File: src/stsc_pkg.sv
// shared types, token codes and character class helpers for the token scanner
package stsc_pkg;

    localparam int POSITION_BITS_DEF   = 16;
    localparam int KEYWORD_MAX_LEN_DEF = 6;
    localparam int KW_COUNT            = 14;
    localparam int RUN_MAX             = 3;

    localparam logic [5:0] K_EOF     = 6'd0;
    localparam logic [5:0] K_ERR     = 6'd1;
    localparam logic [5:0] K_NUM     = 6'd2;
    localparam logic [5:0] K_STR     = 6'd3;
    localparam logic [5:0] K_ID      = 6'd4;
    localparam logic [5:0] K_PLUS    = 6'd5;
    localparam logic [5:0] K_MINUS   = 6'd7;
    localparam logic [5:0] K_STAR    = 6'd9;
    localparam logic [5:0] K_SLASH   = 6'd11;
    localparam logic [5:0] K_DSLASH  = 6'd13;
    localparam logic [5:0] K_DSLASHE = 6'd14;
    localparam logic [5:0] K_PCT     = 6'd15;
    localparam logic [5:0] K_LT      = 6'd17;
    localparam logic [5:0] K_GT      = 6'd19;
    localparam logic [5:0] K_ASSIGN  = 6'd21;
    localparam logic [5:0] K_BANG    = 6'd23;
    localparam logic [5:0] K_LPAREN  = 6'd25;
    localparam logic [5:0] K_RPAREN  = 6'd26;
    localparam logic [5:0] K_LBRACE  = 6'd27;
    localparam logic [5:0] K_RBRACE  = 6'd28;
    localparam logic [5:0] K_LBRACK  = 6'd29;
    localparam logic [5:0] K_RBRACK  = 6'd30;
    localparam logic [5:0] K_SEMI    = 6'd31;
    localparam logic [5:0] K_COMMA   = 6'd32;
    localparam logic [5:0] K_DOT     = 6'd33;
    localparam logic [5:0] K_COLON   = 6'd34;
    localparam logic [5:0] K_KW0     = 6'd35;
    localparam logic [5:0] K_NONE    = 6'd0;

    localparam logic [1:0] ERR_NONE       = 2'd0;
    localparam logic [1:0] ERR_UNEXPECTED = 2'd1;
    localparam logic [1:0] ERR_UNTERM     = 2'd2;

    // keyword spellings, first character in the low byte
    localparam logic [63:0] KW_TEXT [KW_COUNT] = '{
        64'h0000_0000_0000_7361,   // as
        64'h0000_0000_0064_6E61,   // and
        64'h0000_0073_7361_6C63,   // class
        64'h0000_0000_6573_6C65,   // else
        64'h0000_0065_736C_6166,   // false
        64'h0000_0000_0000_6E66,   // fn
        64'h0000_0000_0000_6669,   // if
        64'h0000_7472_6F70_6D69,   // import
        64'h0000_0000_6C6C_756E,   // null
        64'h0000_0000_0000_726F,   // or
        64'h0000_0074_6E69_7270,   // print
        64'h0000_6E72_7574_6572,   // return
        64'h0000_0000_6575_7274,   // true
        64'h0000_0000_0072_6176    // var
    };
    localparam logic [3:0] KW_LEN [KW_COUNT] = '{
        4'd2, 4'd3, 4'd5, 4'd4, 4'd5, 4'd2, 4'd2,
        4'd6, 4'd4, 4'd2, 4'd5, 4'd6, 4'd4, 4'd3
    };

    typedef struct packed {
        logic [5:0]  kind;
        logic [15:0] start;
        logic [15:0] length;
        logic [15:0] line;
        logic [1:0]  err;
        logic        last;
    } token_t;

    function automatic logic [5:0] op_code(input logic [7:0] c);
        logic [5:0] k;
        k = K_NONE;
        case (c)
            8'h2B:   k = K_PLUS;
            8'h2D:   k = K_MINUS;
            8'h2A:   k = K_STAR;
            8'h2F:   k = K_SLASH;
            8'h25:   k = K_PCT;
            8'h3C:   k = K_LT;
            8'h3E:   k = K_GT;
            8'h3D:   k = K_ASSIGN;
            8'h21:   k = K_BANG;
            default: k = K_NONE;
        endcase
        return k;
    endfunction

    function automatic logic [5:0] single_code(input logic [7:0] c);
        logic [5:0] k;
        k = K_NONE;
        case (c)
            8'h28:   k = K_LPAREN;
            8'h29:   k = K_RPAREN;
            8'h7B:   k = K_LBRACE;
            8'h7D:   k = K_RBRACE;
            8'h5B:   k = K_LBRACK;
            8'h5D:   k = K_RBRACK;
            8'h3B:   k = K_SEMI;
            8'h2C:   k = K_COMMA;
            8'h2E:   k = K_DOT;
            8'h3A:   k = K_COLON;
            default: k = K_NONE;
        endcase
        return k;
    endfunction

    function automatic logic digit_char(input logic [7:0] c);
        return (c >= 8'h30) && (c <= 8'h39);
    endfunction

    function automatic logic letter_char(input logic [7:0] c);
        return ((c >= 8'h61) && (c <= 8'h7A)) || ((c >= 8'h41) && (c <= 8'h5A))
            || (c == 8'h5F);
    endfunction

    function automatic logic [15:0] sat16(input logic [32:0] v);
        return (v > 33'h0_FFFF) ? 16'hFFFF : v[15:0];
    endfunction

endpackage

File: src/stsc_core.sv
// scan state and per-byte token decision logic
module stsc_core
    import stsc_pkg::*;
#(
    parameter int POSITION_BITS   = POSITION_BITS_DEF,
    parameter int KEYWORD_MAX_LEN = KEYWORD_MAX_LEN_DEF
)
(
    input  logic             clk,
    input  logic             rst_n,
    input  logic             step_en,
    input  logic [7:0]       step_byte,
    input  logic             cfg_we,
    input  logic [15:0]      cfg_data,
    output token_t [2:0]     tokens,
    output logic [1:0]       token_count
);

    localparam int PW = POSITION_BITS;
    localparam int WW = 8 * KEYWORD_MAX_LEN;
    localparam int LW = $clog2(KEYWORD_MAX_LEN + 2);

    typedef enum logic [3:0] {
        M_IDLE, M_COMMENT, M_OP, M_DSLASH, M_INT, M_DOT, M_FRAC, M_STRING, M_WORD
    } mode_t;

    mode_t          mode_reg, mode_next;
    logic [PW-1:0]  pos_reg, pos_next;
    logic [15:0]    line_reg, line_next;
    logic [PW-1:0]  begin_reg, begin_next;
    logic [WW-1:0]  prefix_reg, prefix_next;
    logic [LW-1:0]  wlen_reg, wlen_next;
    logic [7:0]     pend_reg, pend_next;
    logic [15:0]    first_line_reg;

    token_t         tok_a, tok_b, tok_c;
    logic           a_v, b_v, c_v;
    logic           fresh;
    logic [PW-1:0]  span_p, dot_pos, span_d;
    logic [5:0]     word_kind, sc, oc;

    // keyword lookup over the kept prefix
    always_comb
    begin
        word_kind = K_ID;
        for (int k = 0; k < KW_COUNT; k++)
        begin
            if (wlen_reg == LW'(KW_LEN[k]) && prefix_reg == WW'(KW_TEXT[k]))
                word_kind = K_KW0 + 6'(k);
        end
    end

    always_comb
    begin
        mode_next   = mode_reg;
        pos_next    = pos_reg;
        line_next   = line_reg;
        begin_next  = begin_reg;
        prefix_next = prefix_reg;
        wlen_next   = wlen_reg;
        pend_next   = pend_reg;
        a_v   = 1'b0;
        b_v   = 1'b0;
        c_v   = 1'b0;
        fresh = 1'b0;
        tok_a = '{kind: K_NONE, start: '0, length: '0, line: line_reg, err: ERR_NONE,
                  last: 1'b0};
        tok_b = tok_a;
        tok_c = tok_a;
        span_p  = (pos_reg > begin_reg) ? pos_reg - begin_reg : '0;
        dot_pos = (pos_reg > begin_reg) ? pos_reg - PW'(1) : pos_reg;
        span_d  = (dot_pos > begin_reg) ? dot_pos - begin_reg : '0;
        oc = op_code(step_byte);
        sc = single_code(step_byte);

        unique case (mode_reg)
            M_COMMENT:
            begin
                if (step_byte == 8'h00)
                begin
                    mode_next = M_IDLE;
                    fresh     = 1'b1;
                end
                else if (step_byte == 8'h0A)
                begin
                    if (line_reg != 16'hFFFF)
                        line_next = line_reg + 16'd1;
                    mode_next = M_IDLE;
                end
            end
            M_OP:
            begin
                mode_next = M_IDLE;
                pend_next = 8'h00;
                a_v = 1'b1;
                tok_a.start = sat16(33'(begin_reg));
                if (step_byte == 8'h3D)
                begin
                    tok_a.kind   = op_code(pend_reg) + 6'd1;
                    tok_a.length = sat16(33'(span_p) + 33'd1);
                end
                else if (pend_reg == 8'h2F && step_byte == 8'h2F)
                begin
                    a_v       = 1'b0;
                    mode_next = M_DSLASH;
                    pend_next = pend_reg;
                end
                else
                begin
                    tok_a.kind   = op_code(pend_reg);
                    tok_a.length = sat16(33'(span_p));
                    fresh = 1'b1;
                end
            end
            M_DSLASH:
            begin
                mode_next = M_IDLE;
                pend_next = 8'h00;
                a_v = 1'b1;
                tok_a.start = sat16(33'(begin_reg));
                if (step_byte == 8'h3D)
                begin
                    tok_a.kind   = K_DSLASHE;
                    tok_a.length = sat16(33'(span_p) + 33'd1);
                end
                else
                begin
                    tok_a.kind   = K_DSLASH;
                    tok_a.length = sat16(33'(span_p));
                    fresh = 1'b1;
                end
            end
            M_INT, M_FRAC:
            begin
                if (mode_reg == M_INT && step_byte == 8'h2E)
                    mode_next = M_DOT;
                else if (!digit_char(step_byte))
                begin
                    a_v = 1'b1;
                    tok_a.kind   = K_NUM;
                    tok_a.start  = sat16(33'(begin_reg));
                    tok_a.length = sat16(33'(span_p));
                    mode_next = M_IDLE;
                    fresh = 1'b1;
                end
            end
            M_DOT:
            begin
                if (digit_char(step_byte))
                    mode_next = M_FRAC;
                else
                begin
                    // number without fraction, then the dot on its own
                    a_v = 1'b1;
                    tok_a.kind   = K_NUM;
                    tok_a.start  = sat16(33'(begin_reg));
                    tok_a.length = sat16(33'(span_d));
                    b_v = 1'b1;
                    tok_b.kind   = K_DOT;
                    tok_b.start  = sat16(33'(dot_pos));
                    tok_b.length = 16'd1;
                    mode_next = M_IDLE;
                    fresh = 1'b1;
                end
            end
            M_STRING:
            begin
                if (step_byte == 8'h22)
                begin
                    a_v = 1'b1;
                    tok_a.kind   = K_STR;
                    tok_a.start  = sat16(33'(begin_reg) + 33'd1);
                    tok_a.length = sat16((span_p != '0) ? 33'(span_p) - 33'd1 : 33'd0);
                    mode_next = M_IDLE;
                end
                else if (step_byte == 8'h00)
                begin
                    a_v = 1'b1;
                    tok_a.kind   = K_ERR;
                    tok_a.start  = sat16(33'(begin_reg));
                    tok_a.length = sat16(33'(span_p));
                    tok_a.err    = ERR_UNTERM;
                    mode_next = M_IDLE;
                    fresh = 1'b1;
                end
            end
            M_WORD:
            begin
                if (digit_char(step_byte) || letter_char(step_byte))
                begin
                    if (wlen_reg < LW'(KEYWORD_MAX_LEN))
                    begin
                        for (int i = 0; i < KEYWORD_MAX_LEN; i++)
                        begin
                            if (wlen_reg == LW'(i))
                                prefix_next[8*i +: 8] = step_byte;
                        end
                        wlen_next = wlen_reg + LW'(1);
                    end
                    else
                        wlen_next = LW'(KEYWORD_MAX_LEN + 1);
                end
                else
                begin
                    a_v = 1'b1;
                    tok_a.kind   = word_kind;
                    tok_a.start  = sat16(33'(begin_reg));
                    tok_a.length = sat16(33'(span_p));
                    prefix_next = '0;
                    wlen_next   = '0;
                    mode_next   = M_IDLE;
                    fresh = 1'b1;
                end
            end
            default:
            begin
                mode_next = M_IDLE;
                fresh = 1'b1;
            end
        endcase

        // byte handled as from idle: eof, blank, newline, comment or the start of a new token
        if (fresh)
        begin
            tok_c.start  = sat16(33'(pos_reg));
            tok_c.length = 16'd1;
            if (step_byte == 8'h00)
            begin
                c_v = 1'b1;
                tok_c.kind   = K_EOF;
                tok_c.length = 16'd0;
                mode_next   = M_IDLE;
                pos_next    = '0;
                line_next   = first_line_reg;
                begin_next  = '0;
                prefix_next = '0;
                wlen_next   = '0;
                pend_next   = 8'h00;
            end
            else if (step_byte == 8'h20 || step_byte == 8'h09)
            begin
                mode_next = M_IDLE;
            end
            else if (step_byte == 8'h0A)
            begin
                if (line_reg != 16'hFFFF)
                    line_next = line_reg + 16'd1;
            end
            else if (step_byte == 8'h23)
                mode_next = M_COMMENT;
            else
            begin
                begin_next = pos_reg;
                if (oc != K_NONE)
                begin
                    mode_next = M_OP;
                    pend_next = step_byte;
                end
                else if (sc != K_NONE)
                begin
                    c_v = 1'b1;
                    tok_c.kind = sc;
                end
                else if (step_byte == 8'h22)
                    mode_next = M_STRING;
                else if (digit_char(step_byte))
                    mode_next = M_INT;
                else if (letter_char(step_byte))
                begin
                    mode_next   = M_WORD;
                    prefix_next = WW'(step_byte);
                    wlen_next   = LW'(1);
                end
                else
                begin
                    c_v = 1'b1;
                    tok_c.kind = K_ERR;
                    tok_c.err  = ERR_UNEXPECTED;
                end
            end
        end

        if (step_byte != 8'h00 && pos_reg != {PW{1'b1}})
            pos_next = pos_reg + PW'(1);
    end

    // pack the candidates in order and mark the last one
    always_comb
    begin
        logic [1:0] n;
        n = 2'd0;
        tokens = '0;
        if (a_v)
        begin
            tokens[n] = tok_a;
            n = n + 2'd1;
        end
        if (b_v)
        begin
            tokens[n] = tok_b;
            n = n + 2'd1;
        end
        if (c_v)
        begin
            tokens[n] = tok_c;
            n = n + 2'd1;
        end
        if (n != 2'd0)
            tokens[n - 2'd1].last = 1'b1;
        token_count = n;
    end

    always_ff @(posedge clk or negedge rst_n)
    begin
        if (!rst_n)
        begin
            mode_reg       <= M_IDLE;
            pos_reg        <= '0;
            line_reg       <= 16'd1;
            begin_reg      <= '0;
            prefix_reg     <= '0;
            wlen_reg       <= '0;
            pend_reg       <= 8'h00;
            first_line_reg <= 16'd1;
        end
        else
        begin
            if (step_en)
            begin
                mode_reg   <= mode_next;
                pos_reg    <= pos_next;
                begin_reg  <= begin_next;
                prefix_reg <= prefix_next;
                wlen_reg   <= wlen_next;
                pend_reg   <= pend_next;
            end
            // a write at text start also reloads the line counter
            if (cfg_we && pos_reg == '0)
                line_reg <= cfg_data;
            else if (step_en)
                line_reg <= line_next;
            if (cfg_we)
                first_line_reg <= cfg_data;
        end
    end

endmodule

File: src/script_token_scanner.sv
// top level of the streaming token scanner: input register, core and result queue
//
// in channel: one source byte per request on text_byte (in_valid/in_ready);
//   a zero byte ends the text, flushes the pending token and sends eof
// out channel: one token per request (out_valid/out_ready) with kind, start,
//   length, line, error kind and last_of_run marking the last token of a byte
// cfg channel: cfg_valid/cfg_ready write first_line; ready is always high,
//   write only while the scanner is idle
// path: a taken byte is held in the input register, scanned from there, and its
//   tokens join the result queue, whose head drives the out ports
// throughput: one byte per cycle while the receiver is ready and bytes make
//   at most one token each; a byte is scanned only when three of the four
//   queue slots are sure to be free, so runs of bytes that make two or three
//   tokens are paced by the queue drain
// receiver stall: tokens stay in the queue, the input register holds one
//   byte and in_ready drops once that byte cannot be scanned
// reset: scanner idle, position zero, line counter and first_line set to one,
//   queue empty
module script_token_scanner
    import stsc_pkg::*;
#(
    parameter int POSITION_BITS   = POSITION_BITS_DEF,
    parameter int KEYWORD_MAX_LEN = KEYWORD_MAX_LEN_DEF
)
(
    input  logic        clk,
    input  logic        rst_n,
    input  logic        in_valid,
    output logic        in_ready,
    input  logic [7:0]  text_byte,
    input  logic        cfg_valid,
    output logic        cfg_ready,
    input  logic [15:0] first_line,
    output logic        out_valid,
    input  logic        out_ready,
    output logic [5:0]  token_kind,
    output logic [15:0] token_start,
    output logic [15:0] token_length,
    output logic [15:0] token_line,
    output logic [1:0]  error_kind,
    output logic        last_of_run
);

    localparam int QD = 4;

    logic          byte_valid_reg;
    logic [7:0]    byte_reg;
    token_t        q_reg [QD];
    token_t        q_next [QD];
    token_t        shifted [QD];
    logic [2:0]    q_cnt_reg, q_cnt_next;
    logic [2:0]    remain;
    logic          pop, scan;
    token_t [2:0]  new_tok;
    logic [1:0]    new_cnt;

    assign cfg_ready = 1'b1;
    assign pop       = out_valid && out_ready;
    assign remain    = q_cnt_reg - 3'(pop);
    // scan only when three slots are sure to be free
    assign scan      = byte_valid_reg && (remain <= 3'd1);
    assign in_ready  = !byte_valid_reg || scan;

    stsc_core #(
        .POSITION_BITS   (POSITION_BITS),
        .KEYWORD_MAX_LEN (KEYWORD_MAX_LEN)
    ) u_core (
        .clk         (clk),
        .rst_n       (rst_n),
        .step_en     (scan),
        .step_byte   (byte_reg),
        .cfg_we      (cfg_valid && cfg_ready),
        .cfg_data    (first_line),
        .tokens      (new_tok),
        .token_count (new_cnt)
    );

    // queue: drop the head on pop, then append the new tokens
    always_comb
    begin
        logic [2:0] j;
        for (int i = 0; i < QD; i++)
        begin
            if (pop && i < QD - 1)
                shifted[i] = q_reg[i + 1];
            else
                shifted[i] = q_reg[i];
        end
        for (int i = 0; i < QD; i++)
        begin
            j = 3'(i) - remain;
            if (3'(i) < remain)
                q_next[i] = shifted[i];
            else if (scan && j < 3'(new_cnt))
                q_next[i] = new_tok[j[1:0]];
            else
                q_next[i] = shifted[i];
        end
        q_cnt_next = remain + (scan ? 3'(new_cnt) : 3'd0);
    end

    always_ff @(posedge clk or negedge rst_n)
    begin
        if (!rst_n)
        begin
            byte_valid_reg <= 1'b0;
            q_cnt_reg      <= '0;
        end
        else
        begin
            if (in_valid && in_ready)
                byte_valid_reg <= 1'b1;
            else if (scan)
                byte_valid_reg <= 1'b0;
            q_cnt_reg <= q_cnt_next;
        end
    end

    always_ff @(posedge clk)
    begin
        if (in_valid && in_ready)
            byte_reg <= text_byte;
        for (int i = 0; i < QD; i++)
            q_reg[i] <= q_next[i];
    end

    assign out_valid    = (q_cnt_reg != 3'd0);
    assign token_kind   = q_reg[0].kind;
    assign token_start  = q_reg[0].start;
    assign token_length = q_reg[0].length;
    assign token_line   = q_reg[0].line;
    assign error_kind   = q_reg[0].err;
    assign last_of_run  = q_reg[0].last;

endmodule

File: config.mk
export PLATFORM = sky130hd
export DESIGN_NAME = script_token_scanner
export DESIGN_NICKNAME = d
export VERILOG_FILES = /design/src/stsc_pkg.sv /design/src/stsc_core.sv /design/src/script_token_scanner.sv
export SDC_FILE = /design/constraint.sdc
export NUM_CORES = 1
export LEC_CHECK = 0
export BUFFER_PORTS_ARGS = -buffer_cell sky130_fd_sc_hd__clkbuf_2
export CAP_MARGIN = 20
export CORE_MARGIN = 1.5
export CORE_UTILIZATION = 45
export CTS_BUF_LIST = sky130_fd_sc_hd__clkbuf_16
export DETAILED_ROUTE_END_ITERATION = 16
export GPL_TIMING_DRIVEN = 0
export HOLD_SLACK_MARGIN = 0.15
export PLACE_DENSITY_LB_ADDON = 0.1
export REMOVE_ABC_BUFFERS = 1
export SYNTH_ARGS = -nofsm -noshare
export SYNTH_HDL_FRONTEND = slang
export SYNTH_SLANG_ARGS = --single-unit
File: constraint.sdc
create_clock -name clk -period 9.6 [get_ports clk]
set_input_delay 0.96 -clock clk [delete_from_list [all_inputs] [get_ports clk]]
set_output_delay 0.96 -clock clk [all_outputs]
set_load 0.01 [all_outputs]
==> metrics.yaml <==
run_status:
  status: "finished clean"
setup_path:
  r2r_slack_ns: 0.38
  start_kind: "flop"
  end_kind: "flop"
  cp-startpoint: "q_cnt_reg[0]"
  path_class: "reg2reg"
  endpoint: "q_reg[2][33]"
  arrival_ns: 9.69
  r2r_cells: 17
  cp_max_fo: 77
  r2r_end: "q_reg[2][33]"
  r2r-start: "q_cnt_reg[0]"
  worstPathRequired_ns: 10.07
layout:
  diodes: 0
  nets: 3129
  area_growth_pct: 10.4
  largest_register_ffs: 228
  layout-drive-gt1-share_pct: 10.3
detailed_routing:
  post_drt_wl_per_cell_um: 23.7
  wl_mm: 90.5
  drc: 0
  vias: 24700
  drtIter0Drc: 2283
  via_per_inst: 6.46
  firstDrtPassIters: 6
  antenna_left: 0
synth:
  synth_edf_count: 65
  ys_types: 114
  synth_warnings: 0
  synth_area_leader_cell: "dfxtp_1"
  ys.flop_type: "dfxtp_1"
  synth_top_area_share_pct: 13.6
  synth_area_sq_mm: 0.0252
  synth_seq_cells: 367
  avgSynthCellArea_sq_um: 8.12
  ys_top_cells_by_count: "nand2_1 (464), o21ai_0 (215), clkbuf_1 (192)"
  ys_top_cells_by_area: "dfxtp_1 (14%), dfrtp_1 (13%), edfxtp_1 (7.8%)"
  synthArstFlopShare_pct: 35.7
  ys_seq_area_share_pct: 34.4
  synth_most_common_cell: "nand2_1"
  synthCells: 3099
clock_tree:
  cts.clk_slew.worst_paths_ns: 0.07
  hold_buffers: 0
  cts_max_level: 2
  cts_setup_buffers: 0
  cts_tree: "yes"
  root_buffer: "clkbuf_16"
  cts_sinks: 367
  cts_buffers: 43
  clock_latency_ns: 0.58
  clk_path_buf_depth: 3
global_route:
  gr-usage-all-layers_pct: 31.1
  grt-ovfl-total: 0
  antenna_found_initial: 0
  grt_pass1_wl_mm: 139
  grt_max_degree: 80
  grt_pass1_vias: 23500
worst_hold_path:
  hp-class: "in2async"
floorplan:
  core-area_sq_mm: 0.0552
  row_count: 86
  die_w_um: 239
  num_io_pins: 89
  die_h_um: 239
  initial_core_util_pct: 45.6
  dieArea_sq_mm: 0.0574
place:
  place_ws_ns: -0.978
  dp_hpwl_mm: 63.7
  routabilityCongestion: 0.953
  numPortBuffers: 87
timing:
  setup_slack_ns: 0.379
  fmax_mhz: 108
  min_period_ns: 9.22
  relSlewSlack_pct: 26.8
  hold_viol_final: 0
  setup_tns_ns: 0
  rsz0062_at_grt: "no"
  worst_pin_slew_ns: 1.09
  slew_viol_final: 0
  finalCritPeriodShare_pct: 96.1
  skew_ns: 0.0197
  setup_violations: 0
power:
  peakVddDrop_mv: 0.403
  clockPowerShare_pct: 14.7
  power_frac_comb_pct: 60.5
  power_leakage_nw: 10.8
  intPower_mw: 5.37
  switchingPower_mw: 5.53
  power_switching_share_pct: 50.8
  p_seq_share_pct: 24.8
  powerDensity_mw_per_mm2: 392
run:
  cap_violations: 0
[worst min-delay path by stage]
stage / cells after the start / slack (ns) / end / start
3_3_place_gp: 2 / 0.47 / q_reg[2][1] / q_reg[2][1]
5_1_grt: 1 / 0.36 / u_core.prefix_reg[28] / rst_n
4_1_cts: 1 / 0.33 / u_core.prefix_reg[31] / rst_n
2_1_floorplan: 2 / 0.45 / q_reg[1][37] / q_reg[2][37]
3_5_place_dp: 2 / 0.47 / q_reg[2][36] / q_reg[2][36]
6_report: 1 / 0.33 / u_core.prefix_reg[31] / rst_n
[layout make-up]
type,instances,area [sq um]
tap,748,936
multi-input combinational,2427,15400
timing repair buffer,137,1190
fill,5336,27400
inverter,61,240
sequential,367,8660
clock buffer,45,1130
clock inverter,35,226
[layer usage]
metal  GRT usage, %  wire, um  vias to the layer above
li1               -         -                    11500
met1           39.9     38200                    12000
met2           51.2     42400                      983
met3           3.71      5120                      222
met4           16.4      4780                        0
met5              0         0                        -
[cells by family after synthesis]
kind of cell / Yosys count / synth area share (%)
buf+inv: 305 / 4.78
other cells: 1 / 0.0149
mux: 140 / 5.71
compound gates: 949 / 25.5
flops: 367 / 34.4
simple gates: 1206 / 24.0
xor+xnor: 68 / 2.37
fa+ha+maj: 63 / 3.22
[power by group through the flow]
stage	combinational, mW	sequential [mW]	clock (mW)
after global placement	6.07	2.74	0
after detailed placement	6.38	2.72	0
after global routing	7.15	2.76	1.68
after CTS	6.43	2.69	1.63
final	6.60	2.70	1.60
after floorplan	4.21	2.61	0
[layout by cell type, fill, tap and decap left out, drive strengths merged, types with 65 or more instances in the layout]
cell type  synthesis  final
nand2            465    465
o21ai            235    235
dfxtp            171    171
a21oi            171    171
nor2             165    165
clkbuf           192    133
dfrtp            129    129
nand3            116    116
mux2i            111    111
nor3              75     75
inv               57     73
edfxtp            65     65
[stage by stage]
stage	std cells	total power [mW]	area [sq um]	hold slack, ns	util, %
2_1_floorplan	2855	6.82	24200	0.452	-
3_3_place_gp	3690	8.81	25600	0.470	46.3
3_5_place_dp	3733	9.10	26300	0.473	47.7
4_1_cts	3813	10.7	27700	0.330	50.1
5_1_grt	3820	11.6	27800	0.362	50.4
6_report	3820	10.9	27800	0.335	50.4
[what timing repair did]
item / 4_1_cts / 5_1_grt
setup endpoints to repair: 48 / 29
resized for setup: 2 / 1
gates cloned: 0 / 0
[worst max-delay path, cell delays in order (launching register included)]
cell,delay [ns]
dfrtp_1,0.38
or3_1,0.47
nand2_4,0.64
buf_16,0.34
clkinv_4,0.52
buf_16,0.41
ha_2,0.95
clkinv_2,0.91
ha_4,0.94
clkinv_2,0.59
ha_1,0.47
o21ai_0,0.08
nor3_1,0.11
or4_2,0.84
buf_12,0.26
nor4_4,0.54
o2111ai_1,0.24
o211ai_1,0.13
Note: power is estimated with default switching activity, not from simulation.
